<file path="src/sv/fmce_pkg.sv">
// ----------------------------------------------------------------------------
// fmce_pkg: shared types and constants
// Request and result layouts, opcodes, modes, error codes, sequencer states
// and the sample store's entry and write request.
// ----------------------------------------------------------------------------
package fmce_pkg;

  // Opcodes of a request
  typedef enum logic [2:0] {
    OP_TICK   = 3'd0,
    OP_START  = 3'd1,
    OP_STOP   = 3'd2,
    OP_ABORT  = 3'd3,
    OP_SUBMIT = 3'd4,
    OP_UPDATE = 3'd5,
    OP_CLEAR  = 3'd6,
    OP_QUERY  = 3'd7
  } op_t;

  // Calibration mode
  typedef enum logic [1:0] {
    MODE_IDLE    = 2'd0,
    MODE_CAPTURE = 2'd1,
    MODE_WAIT    = 2'd2
  } mode_t;

  // Error codes
  typedef enum logic [3:0] {
    ERR_NONE        = 4'd0,
    ERR_UNAVAIL     = 4'd1,
    ERR_DISABLED    = 4'd2,
    ERR_REJECTED    = 4'd3,
    ERR_NOT_CAPTURE = 4'd4,
    ERR_BAD_SAMPLE  = 4'd5,
    ERR_BAD_INDEX   = 4'd6,
    ERR_NO_SAMPLES  = 4'd7,
    ERR_RANGE       = 4'd8
  } err_t;

  // Sequencer states
  typedef enum logic [2:0] {
    S_IDLE,   // waiting for a request
    S_EXEC,   // decode and apply the request
    S_RD,     // issue a read of one stored sample
    S_ACC,    // accumulate the sample read
    S_MUL,    // scale the volume sum
    S_DGO,    // launch the divider
    S_DIV,    // wait for the quotient
    S_EMIT    // hand the result to the output register
  } state_t;

  localparam logic [15:0] MS_PER_MIN  = 16'd60000;
  localparam logic [23:0] K_MAX_VALID = 24'd10000000;
  localparam logic [23:0] K_SAT       = 24'hFFFFFF;

  typedef struct packed {
    logic [2:0]  opcode;
    logic [31:0] now_ms;
    logic [31:0] pulse_count;
    logic [7:0]  zone_id;
    logic        zone_enabled;
    logic        start_granted;
    logic [31:0] actual_ml;
    logic [7:0]  sample_index;
  } in_t;

  typedef struct packed {
    logic        ok;
    logic [3:0]  error_code;
    logic [1:0]  mode;
    logic        stop_zone_request;
    logic        rec_valid;
    logic [23:0] rec_k;
    logic [3:0]  rec_sample_count;
    logic        rec_multi_point;
    logic [7:0]  first_sample_zone;
    logic [3:0]  stored_samples;
  } out_t;

  // One stored sample
  typedef struct packed {
    logic [31:0] pulses;
    logic [31:0] volume;
    logic [7:0]  zone;
  } sample_t;

  // Write request into the sample store
  typedef struct packed {
    logic    we_entry;   // write the whole entry
    logic    we_volume;  // write the volume only
    sample_t data;
  } wr_t;

endpackage

</file>
<file path="src/sv/flow_meter_calibration_engine_unit.sv">
// ----------------------------------------------------------------------------
// flow_meter_calibration_engine_unit: flow-meter calibration sequencer
// Capture control, sample window in memory and factor recompute.
// ----------------------------------------------------------------------------
// Each request gives one result. Tick, start, stop, abort, clear, a rejected
// request and a query with a valid factor go from decode (S_EXEC) through
// S_EMIT to the output register. Submit, update and a query that recomputes
// sweep the stored samples through the sample memory's single read port
// (a read state and an accumulate state per sample) and then, if any sample
// is usable, run the serial divider, one quotient bit per cycle over SUM_W+16
// bits. No new request is taken until the previous one leaves S_EMIT.
// A new request is taken while the previous result still waits at the output.
module flow_meter_calibration_engine_unit
  import fmce_pkg::*;
#(
  parameter int SAMPLE_SLOTS = 8,
  parameter int MAX_ZONE     = 16
) (
  input  logic        clk,
  input  logic        rst,
  input  logic        in_valid,
  output logic        in_ready,
  input  in_t         in_data,
  output logic        out_valid,
  input  logic        out_ready,
  output out_t        out_data,
  input  logic        cfg_valid,
  output logic        cfg_ready,
  input  logic [31:0] cfg_data
);

  localparam int IDX_W  = $clog2(SAMPLE_SLOTS);
  localparam int CNT_W  = $clog2(SAMPLE_SLOTS + 1);
  localparam int SUM_W  = 32 + CNT_W;
  localparam int PROD_W = SUM_W + 16;

  state_t state, state_next;

  logic [31:0]      max_ms;
  in_t              req;
  mode_t            mode_reg;
  logic [7:0]       active_zone;
  logic [31:0]      start_time;
  logic [31:0]      start_pulses;
  logic             pend_exists;
  logic             pend_valid;
  logic [31:0]      pend_pulses;
  logic [7:0]       pend_zone;
  logic [IDX_W-1:0] head;
  logic [CNT_W-1:0] total;
  logic             rec_valid;
  logic [23:0]      rec_k;
  logic [CNT_W-1:0] rec_count;
  logic [7:0]       first_zone;
  err_t             err_r;
  logic             stop_r;
  logic [CNT_W-1:0] sweep_i;
  logic [CNT_W-1:0] n_used;
  logic [SUM_W-1:0] sum_ml;
  logic [SUM_W-1:0] sum_p;
  logic [PROD_W-1:0] prod;

  op_t              op;
  logic             timeout;
  logic             bad_start;
  logic             bad_submit;
  logic             bad_update;
  logic             full;
  logic [31:0]      cap_delta;
  logic             cap_order;
  logic             do_recompute;

  wr_t              wr;
  logic [IDX_W-1:0] wr_addr;
  logic             rd_en;
  logic [IDX_W-1:0] rd_addr;
  sample_t          rd_data;

  logic              div_start;
  logic              div_done;
  logic [PROD_W-1:0] div_q;

  // ring position of a window offset
  function automatic logic [IDX_W-1:0] phys(input logic [IDX_W-1:0] base,
                                            input logic [IDX_W-1:0] off);
    logic [IDX_W:0] s;
    s = {1'b0, base} + {1'b0, off};
    if (s >= (IDX_W+1)'(SAMPLE_SLOTS)) begin
      s = s - (IDX_W+1)'(SAMPLE_SLOTS);
    end
    return s[IDX_W-1:0];
  endfunction

  assign cfg_ready = 1'b1;
  assign in_ready  = (state == S_IDLE);

  // request decode
  always_comb begin
    op         = op_t'(req.opcode);
    timeout    = (mode_reg == MODE_CAPTURE) && (max_ms != '0) &&
                 ((req.now_ms - start_time) >= max_ms);
    bad_start  = (req.zone_id == 8'd0) || (req.zone_id > 8'(MAX_ZONE)) ||
                 (mode_reg != MODE_IDLE);
    bad_submit = (mode_reg != MODE_WAIT) || !pend_exists || !pend_valid ||
                 (req.actual_ml == '0);
    bad_update = ({1'b0, req.sample_index} >= 9'(total)) ||
                 (req.actual_ml == '0);
    full       = (total >= CNT_W'(SAMPLE_SLOTS));
    cap_order  = (req.pulse_count >= start_pulses);
    cap_delta  = cap_order ? (req.pulse_count - start_pulses) : '0;
    do_recompute = ((op == OP_SUBMIT) && !bad_submit) ||
                   ((op == OP_UPDATE) && !bad_update) ||
                   ((op == OP_QUERY) && !rec_valid);
  end

  // next state and memory / divider controls
  always_comb begin
    state_next = state;
    wr         = '0;
    wr_addr    = '0;
    rd_en      = 1'b0;
    rd_addr    = phys(head, sweep_i[IDX_W-1:0]);
    div_start  = 1'b0;
    wr.data.pulses = pend_pulses;
    wr.data.volume = req.actual_ml;
    wr.data.zone   = pend_zone;
    unique case (state)
      S_IDLE: begin
        if (in_valid) state_next = S_EXEC;
      end
      S_EXEC: begin
        if (op == OP_SUBMIT && !bad_submit) begin
          wr.we_entry = 1'b1;
          wr_addr     = full ? head : phys(head, total[IDX_W-1:0]);
        end else if (op == OP_UPDATE && !bad_update) begin
          wr.we_volume = 1'b1;
          wr_addr      = phys(head, req.sample_index[IDX_W-1:0]);
        end
        state_next = do_recompute ? S_RD : S_EMIT;
      end
      S_RD: begin
        if (sweep_i == total) begin
          state_next = S_MUL;
        end else begin
          rd_en      = 1'b1;
          state_next = S_ACC;
        end
      end
      S_ACC:  state_next = S_RD;
      S_MUL:  state_next = (n_used == '0) ? S_EMIT : S_DGO;
      S_DGO: begin
        div_start  = 1'b1;
        state_next = S_DIV;
      end
      S_DIV: begin
        if (div_done) state_next = S_EMIT;
      end
      S_EMIT: begin
        if (!out_valid || out_ready) state_next = S_IDLE;
      end
      default: state_next = S_IDLE;
    endcase
  end

  // state register
  always_ff @(posedge clk) begin
    if (rst) state <= S_IDLE;
    else     state <= state_next;
  end

  // request capture and configuration
  always_ff @(posedge clk) begin
    if (in_valid && in_ready) req <= in_data;
    if (rst) max_ms <= '0;
    else if (cfg_valid && cfg_ready) max_ms <= cfg_data;
  end

  // calibration state
  always_ff @(posedge clk) begin
    if (rst) begin
      mode_reg     <= MODE_IDLE;
      active_zone  <= '0;
      start_time   <= '0;
      start_pulses <= '0;
      pend_exists  <= 1'b0;
      pend_valid   <= 1'b0;
      pend_pulses  <= '0;
      pend_zone    <= '0;
      head         <= '0;
      total        <= '0;
      rec_valid    <= 1'b0;
      rec_k        <= '0;
      rec_count    <= '0;
      err_r        <= ERR_NONE;
      stop_r       <= 1'b0;
    end else if (state == S_EXEC) begin
      err_r  <= ERR_NONE;
      stop_r <= 1'b0;
      unique case (op)
        OP_TICK, OP_STOP: begin
          if (op == OP_STOP && mode_reg != MODE_CAPTURE) begin
            err_r <= ERR_NOT_CAPTURE;
          end else if (op == OP_STOP || timeout) begin
            // finish the capture
            stop_r      <= 1'b1;
            pend_exists <= 1'b1;
            pend_pulses <= cap_delta;
            pend_valid  <= cap_order && (req.now_ms > start_time) &&
                           (cap_delta != '0);
            pend_zone   <= active_zone;
            mode_reg    <= MODE_WAIT;
          end
        end
        OP_START: begin
          if (bad_start) begin
            err_r <= ERR_UNAVAIL;
          end else if (!req.zone_enabled) begin
            err_r <= ERR_DISABLED;
          end else begin
            pend_exists <= 1'b0;
            pend_valid  <= 1'b0;
            pend_pulses <= '0;
            pend_zone   <= '0;
            if (!req.start_granted) begin
              err_r        <= ERR_REJECTED;
              mode_reg     <= MODE_IDLE;
              active_zone  <= '0;
              start_time   <= '0;
              start_pulses <= '0;
            end else begin
              mode_reg     <= MODE_CAPTURE;
              active_zone  <= req.zone_id;
              start_time   <= req.now_ms;
              start_pulses <= req.pulse_count;
            end
          end
        end
        OP_ABORT: begin
          stop_r       <= (active_zone != '0);
          mode_reg     <= MODE_IDLE;
          active_zone  <= '0;
          start_time   <= '0;
          start_pulses <= '0;
        end
        OP_SUBMIT: begin
          if (bad_submit) begin
            err_r <= ERR_BAD_SAMPLE;
          end else begin
            // oldest sample drops out when the window is full
            if (full) begin
              head <= phys(head, IDX_W'(1));
            end else begin
              total <= total + 1'b1;
            end
            pend_exists  <= 1'b0;
            pend_valid   <= 1'b0;
            pend_pulses  <= '0;
            pend_zone    <= '0;
            mode_reg     <= MODE_IDLE;
            active_zone  <= '0;
            start_time   <= '0;
            start_pulses <= '0;
          end
        end
        OP_UPDATE: begin
          if (bad_update) err_r <= ERR_BAD_INDEX;
        end
        OP_CLEAR: begin
          mode_reg     <= MODE_IDLE;
          active_zone  <= '0;
          start_time   <= '0;
          start_pulses <= '0;
          pend_exists  <= 1'b0;
          pend_valid   <= 1'b0;
          pend_pulses  <= '0;
          pend_zone    <= '0;
          head         <= '0;
          total        <= '0;
          rec_valid    <= 1'b0;
          rec_k        <= '0;
          rec_count    <= '0;
        end
        OP_QUERY: ;
        default: ;
      endcase
    end else if (state == S_MUL && n_used == '0) begin
      // nothing usable stored
      rec_valid <= 1'b0;
      rec_k     <= '0;
      rec_count <= '0;
      err_r     <= ERR_NO_SAMPLES;
    end else if (state == S_DIV && div_done) begin
      rec_valid <= (div_q != '0) && (div_q <= PROD_W'(K_MAX_VALID));
      rec_k     <= (div_q > PROD_W'(K_SAT)) ? K_SAT : div_q[23:0];
      rec_count <= n_used;
      err_r     <= ((div_q != '0) && (div_q <= PROD_W'(K_MAX_VALID))) ?
                   ERR_NONE : ERR_RANGE;
    end
  end

  // sample sweep and scaling
  always_ff @(posedge clk) begin
    if (state == S_EXEC) begin
      sweep_i <= '0;
      n_used  <= '0;
      sum_ml  <= '0;
      sum_p   <= '0;
    end else if (state == S_ACC) begin
      sweep_i <= sweep_i + 1'b1;
      if (sweep_i == '0) first_zone <= rd_data.zone;
      if (rd_data.volume != '0 && rd_data.pulses != '0) begin
        n_used <= n_used + 1'b1;
        sum_ml <= sum_ml + SUM_W'(rd_data.volume);
        sum_p  <= sum_p + SUM_W'(rd_data.pulses);
      end
    end else if (state == S_MUL) begin
      prod <= PROD_W'(sum_ml) * PROD_W'(MS_PER_MIN);
    end
  end

  // output register
  always_ff @(posedge clk) begin
    if (rst) begin
      out_valid <= 1'b0;
    end else if (state == S_EMIT && (!out_valid || out_ready)) begin
      out_valid <= 1'b1;
    end else if (out_ready) begin
      out_valid <= 1'b0;
    end
  end

  always_ff @(posedge clk) begin
    if (state == S_EMIT && (!out_valid || out_ready)) begin
      out_data.ok                <= (err_r == ERR_NONE);
      out_data.error_code        <= err_r;
      out_data.mode              <= mode_reg;
      out_data.stop_zone_request <= stop_r;
      out_data.rec_valid         <= rec_valid;
      out_data.rec_k             <= rec_k;
      out_data.rec_sample_count  <= 4'(rec_count);
      out_data.rec_multi_point   <= (rec_count > CNT_W'(1));
      out_data.first_sample_zone <= (total != '0) ? first_zone : 8'd0;
      out_data.stored_samples    <= 4'(total);
    end
  end

  fmce_sample_mem #(
    .DEPTH(SAMPLE_SLOTS)
  ) u_mem (
    .clk     (clk),
    .wr      (wr),
    .wr_addr (wr_addr),
    .rd_en   (rd_en),
    .rd_addr (rd_addr),
    .rd_data (rd_data)
  );

  fmce_div #(
    .DVD_W(PROD_W),
    .DVS_W(SUM_W)
  ) u_div (
    .clk      (clk),
    .rst      (rst),
    .start    (div_start),
    .dividend (prod),
    .divisor  (sum_p),
    .done     (div_done),
    .quotient (div_q)
  );

`ifndef NO_ASSERTIONS
  a_rec_count: assert property (@(posedge clk) disable iff (rst)
    rec_valid |-> rec_count != '0)
    else $error("valid factor with no samples");

  a_total: assert property (@(posedge clk) disable iff (rst)
    total <= CNT_W'(SAMPLE_SLOTS))
    else $error("sample count beyond window");

  a_accept: assert property (@(posedge clk) disable iff (rst)
    (in_valid && in_ready) |=> state == S_EXEC)
    else $error("accepted request not decoded");

  a_div_done: assert property (@(posedge clk) disable iff (rst)
    div_done |-> state == S_DIV)
    else $error("quotient outside divide wait");
`endif

endmodule

</file>
<file path="src/sv/fmce_sample_mem.sv">
// ----------------------------------------------------------------------------
// fmce_sample_mem: sample store
// Synchronous memory of calibration samples, one write and one registered
// read port. Volume is held apart so an update can rewrite it alone.
// ----------------------------------------------------------------------------
module fmce_sample_mem
  import fmce_pkg::*;
#(
  parameter int DEPTH = 8
) (
  input  logic                       clk,
  input  wr_t                        wr,
  input  logic [$clog2(DEPTH)-1:0]   wr_addr,
  input  logic                       rd_en,
  input  logic [$clog2(DEPTH)-1:0]   rd_addr,
  output sample_t                    rd_data
);

  logic [31:0] mem_pulses [DEPTH];
  logic [7:0]  mem_zone   [DEPTH];
  logic [31:0] mem_volume [DEPTH];

  // pulses and zone written per entry, volume also alone; one registered read
  always_ff @(posedge clk) begin
    if (wr.we_entry) begin
      mem_pulses[wr_addr] <= wr.data.pulses;
      mem_zone[wr_addr]   <= wr.data.zone;
    end
    if (wr.we_entry || wr.we_volume) begin
      mem_volume[wr_addr] <= wr.data.volume;
    end
    if (rd_en) begin
      rd_data.pulses <= mem_pulses[rd_addr];
      rd_data.zone   <= mem_zone[rd_addr];
      rd_data.volume <= mem_volume[rd_addr];
    end
  end

endmodule

</file>
<file path="src/sv/fmce_div.sv">
// ----------------------------------------------------------------------------
// fmce_div: serial divider
// Restoring division, one quotient bit per cycle, DVD_W quotient bits per request.
// ----------------------------------------------------------------------------
module fmce_div
  import fmce_pkg::*;
#(
  parameter int DVD_W = 53,
  parameter int DVS_W = 37
) (
  input  logic             clk,
  input  logic             rst,
  input  logic             start,
  input  logic [DVD_W-1:0] dividend,
  input  logic [DVS_W-1:0] divisor,
  output logic             done,
  output logic [DVD_W-1:0] quotient
);

  localparam int CW = $clog2(DVD_W + 1);

  logic [CW-1:0]    count;
  logic             busy;
  logic [DVS_W-1:0] rem;
  logic [DVS_W-1:0] dvs;
  logic [DVD_W-1:0] shreg;
  logic [DVS_W:0]   rem_sh;
  logic [DVS_W:0]   diff;

  // trial subtract
  always_comb begin
    rem_sh = {rem, shreg[DVD_W-1]};
    diff   = rem_sh - {1'b0, dvs};
  end

  // control
  always_ff @(posedge clk) begin
    if (rst) begin
      busy  <= 1'b0;
      done  <= 1'b0;
      count <= '0;
    end else begin
      done <= 1'b0;
      if (start) begin
        busy  <= 1'b1;
        count <= CW'(DVD_W);
      end else if (busy) begin
        count <= count - 1'b1;
        if (count == CW'(1)) begin
          busy <= 1'b0;
          done <= 1'b1;
        end
      end
    end
  end

  // datapath: quotient bits shift in as dividend bits shift out
  always_ff @(posedge clk) begin
    if (start) begin
      shreg <= dividend;
      rem   <= '0;
      dvs   <= divisor;
    end else if (busy) begin
      if (!diff[DVS_W]) begin
        rem   <= diff[DVS_W-1:0];
        shreg <= {shreg[DVD_W-2:0], 1'b1};
      end else begin
        rem   <= rem_sh[DVS_W-1:0];
        shreg <= {shreg[DVD_W-2:0], 1'b0};
      end
    end
  end

  assign quotient = shreg;

endmodule

</file>
<file path="config.mk">
export PLATFORM = sky130hd
export DESIGN_NAME = flow_meter_calibration_engine_unit
export DESIGN_NICKNAME = d
export VERILOG_FILES = /design/src/sv/fmce_pkg.sv /design/src/sv/flow_meter_calibration_engine_unit.sv /design/src/sv/fmce_sample_mem.sv /design/src/sv/fmce_div.sv
export SDC_FILE = /design/constraint.sdc
export NUM_CORES = 2
export LEC_CHECK = 0
export BUFFER_PORTS_ARGS = -buffer_cell sky130_fd_sc_hd__clkbuf_2
export CAP_MARGIN = 20
export CORE_MARGIN = 2
export CORE_UTILIZATION = 55
export DETAILED_ROUTE_END_ITERATION = 6
export PLACE_DENSITY = 0.77
export SETUP_SLACK_MARGIN = 0.1
export SYNTH_ARGS = -nofsm -noshare
export SYNTH_HDL_FRONTEND = slang
export SYNTH_SLANG_ARGS = --single-unit
</file>
<file path="constraint.sdc">
create_clock -name clk -period 9.1 [get_ports clk]
set_input_delay 1.82 -clock clk [delete_from_list [all_inputs] [get_ports clk]]
set_output_delay 1.82 -clock clk [all_outputs]
set_load 0.02 [all_outputs]
</file>
# Word-level counts from Yosys, hierarchy flattened
# Memories as Yosys holds them, arrays and structs flattened. A register that Yosys moved wholly into a read port is not among the register bits.
# Index checks and enable logic that the tools add are counted.
[op_classes]
add_sub_neg = 17
n_mul = 1
n_lt_le_gt_ge = 13
n_eq_ne = 30
mux = 112
bitwise = 3
reduce_logical = 67
[ops]
columns = ["op", "n"]
rows = [
  ["32-bit two-way mux", 12],
  ["32-bit one-hot mux with 3 select lines", 2],
  ["32-bit one-hot mux with 4 select lines", 1],
  ["32-bit nonzero test", 4],
  ["24-bit two-way mux", 5],
  ["52-bit two-way mux", 2],
  ["36-bit by 32-bit adder with 36-bit output", 2],
  ["32-bit >= comparator", 2],
  ["8-bit two-way mux", 8],
  ["32-bit subtractor", 2],
  ["3-bit two-way mux", 18],
  ["52-bit by 24-bit greater-than comparator with 1-bit output, second input constant", 1],
  ["52-bit by 24-bit less-or-equal comparator with 1-bit output, second input constant", 1],
  ["52-bit nonzero test", 1],
  ["36-bit by 11-bit multiplier with 47-bit output, second input constant", 1],
  ["4-bit two-way mux", 10],
  ["37-bit by 36-bit subtractor with 37-bit output", 1],
  ["36-bit two-way mux", 1],
  ["32-bit greater-than comparator", 1],
  ["32-bit logical NOT", 1],
  ["8-bit one-hot mux with 4 select lines", 1],
  ["1-bit two-way mux", 31],
  ["3-bit equality test, second input constant", 8],
  ["3-bit one-hot mux with 8 select lines", 1],
  ["43 further kinds", 126],
]
[totals]
register_bits = 627
ramBits = 576
inputBits = 154
word_cells = 296
memories = 3
[mem_list]
columns = ["name", "words", "word_bits", "rd", "rd_ports_with_merged_regs", "wr", "line_no", "rtl"]
rows = [
  ["u_mem.mem_pulses", 8, 32, 1, 1, 1, "fmce_sample_mem.sv:19", "logic [31:0] mem_pulses [DEPTH];"],
  ["u_mem.mem_volume", 8, 32, 1, 1, 1, "fmce_sample_mem.sv:21", "logic [31:0] mem_volume [DEPTH];"],
  ["u_mem.mem_zone", 8, 8, 1, 1, 1, "fmce_sample_mem.sv:20", "logic [7:0] mem_zone [DEPTH];"],
]

# Longest topological paths before layout
[depth]
depth_word = 11
ltp_mapped = 26
ltp_nobuf = 25

# By module
# From an unflattened synthesis, not the netlist that was laid out.
[hier_totals]
hier_cells = 4989
hier_area_um2 = 63654.8
[modules_own_cells]
columns = ["mod", "n_inst", "cells_each", "area_each_um2", "seq_area_each_um2"]
rows = [
  ["flow_meter_calibration_engine_unit", 1, 3402, 32239.7, 12131.6],
  ["fmce_sample_mem", 1, 927, 24134.4, 19458.7],
  ["fmce_div", 1, 660, 7280.7, 3523.4],
]

# Worst setup path after synthesis
# Ideal clock, no wire load.
[synth_timing]
kind = "register -> register"
startpoint = "register state[1]"
endpoint = "register u_mem.rd_data[0] (netlist name)"
t_arrival_ns = 8.252
t_required_ns = 8.394
slack_ns = 0.142
path_stages_with_launch = 4
n_path_buf = 2
synth_period_minus_slack_ns = 8.958
path_cell_list = "dfxtp_1 clkbuf_1 clkbuf_1 nor4b_1"
[synth_via]
elab_chain_len = 2
[synth_rtl]
columns = ["item", "line_no", "rtl"]
rows = [
  ["start: declaration", "flow_meter_calibration_engine_unit.sv:37", "state_t state, state_next;"],
  ["start signal: assignment", "flow_meter_calibration_engine_unit.sv:168", "else state <= state_next;"],
  ["3-bit by 2-bit equality test with 1-bit output", "flow_meter_calibration_engine_unit.sv:127", "unique case (state)"],
  ["1-bit two-way mux", "flow_meter_calibration_engine_unit.sv:127", ""],
  ["named net rd_en", "flow_meter_calibration_engine_unit.sv:75", "logic rd_en;"],
]
# The timed path passes the listed nets, and every way through them passes these cells.
# A chain may end at the register's enable or synchronous reset.

# Worst setup path in the final report
[layout_timing]
startpoint = "register req[82] in the netlist's numbering"
endpoint = "register pend_valid"
[layout_via]
elab_chain_len = 6
word_cells_on_any_way = 12
cone_classes = "1 x add/sub; 2 x order compare; 1 x eq/ne; 3 x mux; 5 x reduce/logical"
[layout_rtl]
columns = ["item", "line_no", "rtl"]
rows = [
  ["start: declaration", "flow_meter_calibration_engine_unit.sv:40", "in_t req;"],
  ["start signal: assignment", "flow_meter_calibration_engine_unit.sv:173", "if (in_valid && in_ready) req <= in_data;"],
  ["32-bit subtractor / 32-bit greater-than comparator (equally long branches)", "flow_meter_calibration_engine_unit.sv:101, flow_meter_calibration_engine_unit.sv:208", ""],
  ["32-bit >= comparator / 1-bit logical AND (equally long branches)", "flow_meter_calibration_engine_unit.sv:101, flow_meter_calibration_engine_unit.sv:208", ""],
  ["1-bit logical AND, on equally long branches", "flow_meter_calibration_engine_unit.sv:100, flow_meter_calibration_engine_unit.sv:208", ""],
  ["1-bit logical OR / 1-bit two-way mux (equally long branches)", "flow_meter_calibration_engine_unit.sv:203", "end else if (op == OP_STOP || timeout) begin"],
  ["2-bit != test (no line) / 1-bit two-way mux (equally long branches)", "n/a", ""],
  ["7-bit AND reduction (no line) / 1-bit one-hot mux with 4 select lines (equally long branches)", "n/a", ""],
  ["end signal: assignment", "flow_meter_calibration_engine_unit.sv:208", "pend_valid <= cap_order && (req.now_ms > start_time) &&"],
  ["end: declaration", "flow_meter_calibration_engine_unit.sv:46", "logic pend_valid;"],
]
# Parallel ways exist; a longest one is shown, timed or not. The select of a mux whose other input is x is not followed.

==> impl_metrics.ini <==
[outcome]
status = completed

[final_layout]
layout.nets = 6000
finalNonFillerCells = 6961
syn_to_final_growth_pct = 11.0
diodes = 0
largestRegisters = u_mem.mem_pulses x256, u_mem.mem_volume x256, req x114
drive_above_1_share_pct = 13.2

[clock_tree]
postCtsHoldBufs = 0
clkTransAtPathRegs_ps = 60
post_cts_buffers = 0
htree_levels = 4
clock_latency_ps = 740
cts_sinks = 1275
cts-root-buf = clkbuf_16
ctsResizeCount = 0
numCtsBuffers = 130
tritoncts = yes
clk_path_buf_depth = 3

[synthesis]
syn_area_mm2 = 0.0634
yosys-top-cells-area = edfxtp_1, dfxtp_1, ha_1
ys_ff_latch = 1275
synthCells = 5153
syn_nets = 5808
yosys.area.top_type_share_pct = 45.4
synth_top_cell_by_area = edfxtp_1
synth_cell_types = 82
ys_seq_area_share_pct = 55.4
post-synth-top-count-cell = edfxtp_1
synth_edf_count = 958
ys.flop_type = edfxtp_1
synth_area_per_cell_um2 = 12.3
async_reset_ff_share_pct = 0
ys.warnings.count = 0
yosys-top-cells-count = edfxtp_1, nand2_1, inv_1

[floorplanning]
die_x_um = 344
io_pins = 207
start_util_pct = 55.4
core_area_mm2 = 0.114
num_rows = 124
die_h_um = 344
dieArea_mm2 = 0.118

[power]
p_leak_nw = 26.7
power.density_mw_per_mm2 = 309
vdd_drop_max_v = 0.000239

[detailed_routing]
firstDrtPassIters = 6
wire_per_inst_um = 20.4
vias_per_cell = 5.92
vias = 41242
drtAntennaViolNets = 0
drt_iter0_drc = 3915
drc = 0
drt-total-wl_um = 142000

[critical_path]
reg2reg_setup_slack_ps = 2270
path_buf_inv = 3
cp.required_ps = 9760
cpLargestDelayFamily = compound AO/OA/AOI/OAI gates
arrival_ps = 7490
cpPeakStageDelay_ps = 900
crit_path_start_kind = register
path_class = reg2reg
cp_common_cell = inv_1
critPathMaxFanout = 27
cp-end-kind = register
crit_path_top_delay_cell = and4_1

[timing]
slew_headroom_pct = 24.1
setup_viol = 0
worstMarginPinSlew_ps = 1120
finalHoldViolCount = 0
fin_tns_setup_ps = 0
period_needed_ps = 6830
finalClockSkew_ps = 32.5
clock.fmax_mhz = 146
rsz0062_at_grt = false
slew_violations = 0
finalCritPeriodShare_pct = 75.0

[global_route]
grt_pass1_wl_um = 225000
grt_max_degree = 114
track_usage_pct = 24.2
grt.overflow.total = 0
grt_pass1_vias = 40944
antenna_found_initial = 3

[placement]
dp_hpwl_um = 93500
gp_congestion = 0.893
placed_cells = 6724
portBuffers = 205

[worst_hold_path]
hp-class = reg2reg

[flow_run]
cap_violations = 0
-- placed cells by master, fill, tap and decap left out, types with 20 or more instances in the layout --
cell type	n
fa_1	168
and3_1	30
buf_4	46
nor4_1	61
nor3_1	47
o21a_1	33
nand2b_1	28
inv_1	452
a21oi_1	417
xnor2_1	120
dfxtp_1	316
o31ai_1	24
nor2b_1	31
a22oi_1	34
a21o_1	99
nand4_1	55
o21ai_0	180
o21bai_1	20
and2_1	20
ha_1	331
edfxtp_1	958
nand3_1	132
nor2_1	270
clkbuf_1	28
clkbuf_16	132
a211oi_1	36
xor2_1	77
mux2i_1	52
mux2_2	73
clkinv_1	25
mux4_2	144
a31oi_1	33
clkbuf_2	204
nand2_1	493
-- metal layers --
metal  part of all wire, %  GRT usage, %  vias up
met5                0.0092             0        -
met2                    48          40.0     1532
met3                   7.1          4.27      245
met4                   2.8          7.56        2
li1                      -             -    19170
met1                    42          32.9    20293
-- kinds of logic after synthesis --
logic type | after synthesis | share of synthesized area, %
AOI/OAI and AO/OA | 1001 | 9.72
xor gates and xnor gates | 198 | 2.74
adders and majority gates | 501 | 11.9
buffers and inverters | 645 | 3.84
DFF | 1275 | 55.4
muxes | 269 | 7.23
other | 1 | 0.00591
and+or+nand+nor | 1263 | 9.19
-- report_power, final --
group	internal, mW	switching (mW)	total [mW]
registers	7.06	0.581	7.64
clock network	2.99	2.28	5.27
logic	3.67	5.15	8.82
total	13.7	8.01	21.7
-- per-stage QoR --
| step | cell area [µm²] | hold slack (ps) | power, mW | utilization, % | worst slack (ps) |
|---|---|---|---|---|---|
| CTS | 70400 | 415 | 21.8 | 61.5 | 2320 |
| floorplan | 63400 | 400 | 14.6 | - | 142 |
| global placement | 66100 | 402 | 16.2 | 57.8 | 2440 |
| detailed placement | 66200 | 406 | 16.5 | 57.9 | 2340 |
| global route | 70400 | 417 | 23.3 | 61.6 | 1880 |
| finish | 70400 | 414 | 21.7 | 61.6 | 2270 |
-- area by class of cell --
class | count | area (µm²)
tap | 1512 | 1890
fill | 8540 | 44000
clock inverter | 73 | 769
inverter | 453 | 1700
sequential | 1275 | 35100
clock buffer | 163 | 3450
timing repair buffer | 252 | 1390
multi-input combinational | 3233 | 26100
-- worst paths after layout --
check,from,endpoint,cells after the start
worst min-delay path,u_mem.rd_data[1],first_zone[1],0
worst min register to register,u_mem.rd_data[1],first_zone[1],0
worst max register to register,req[82],pend_valid,25
worst max-delay path,req[82],pend_valid,25
(Power assumes the default switching activity.)
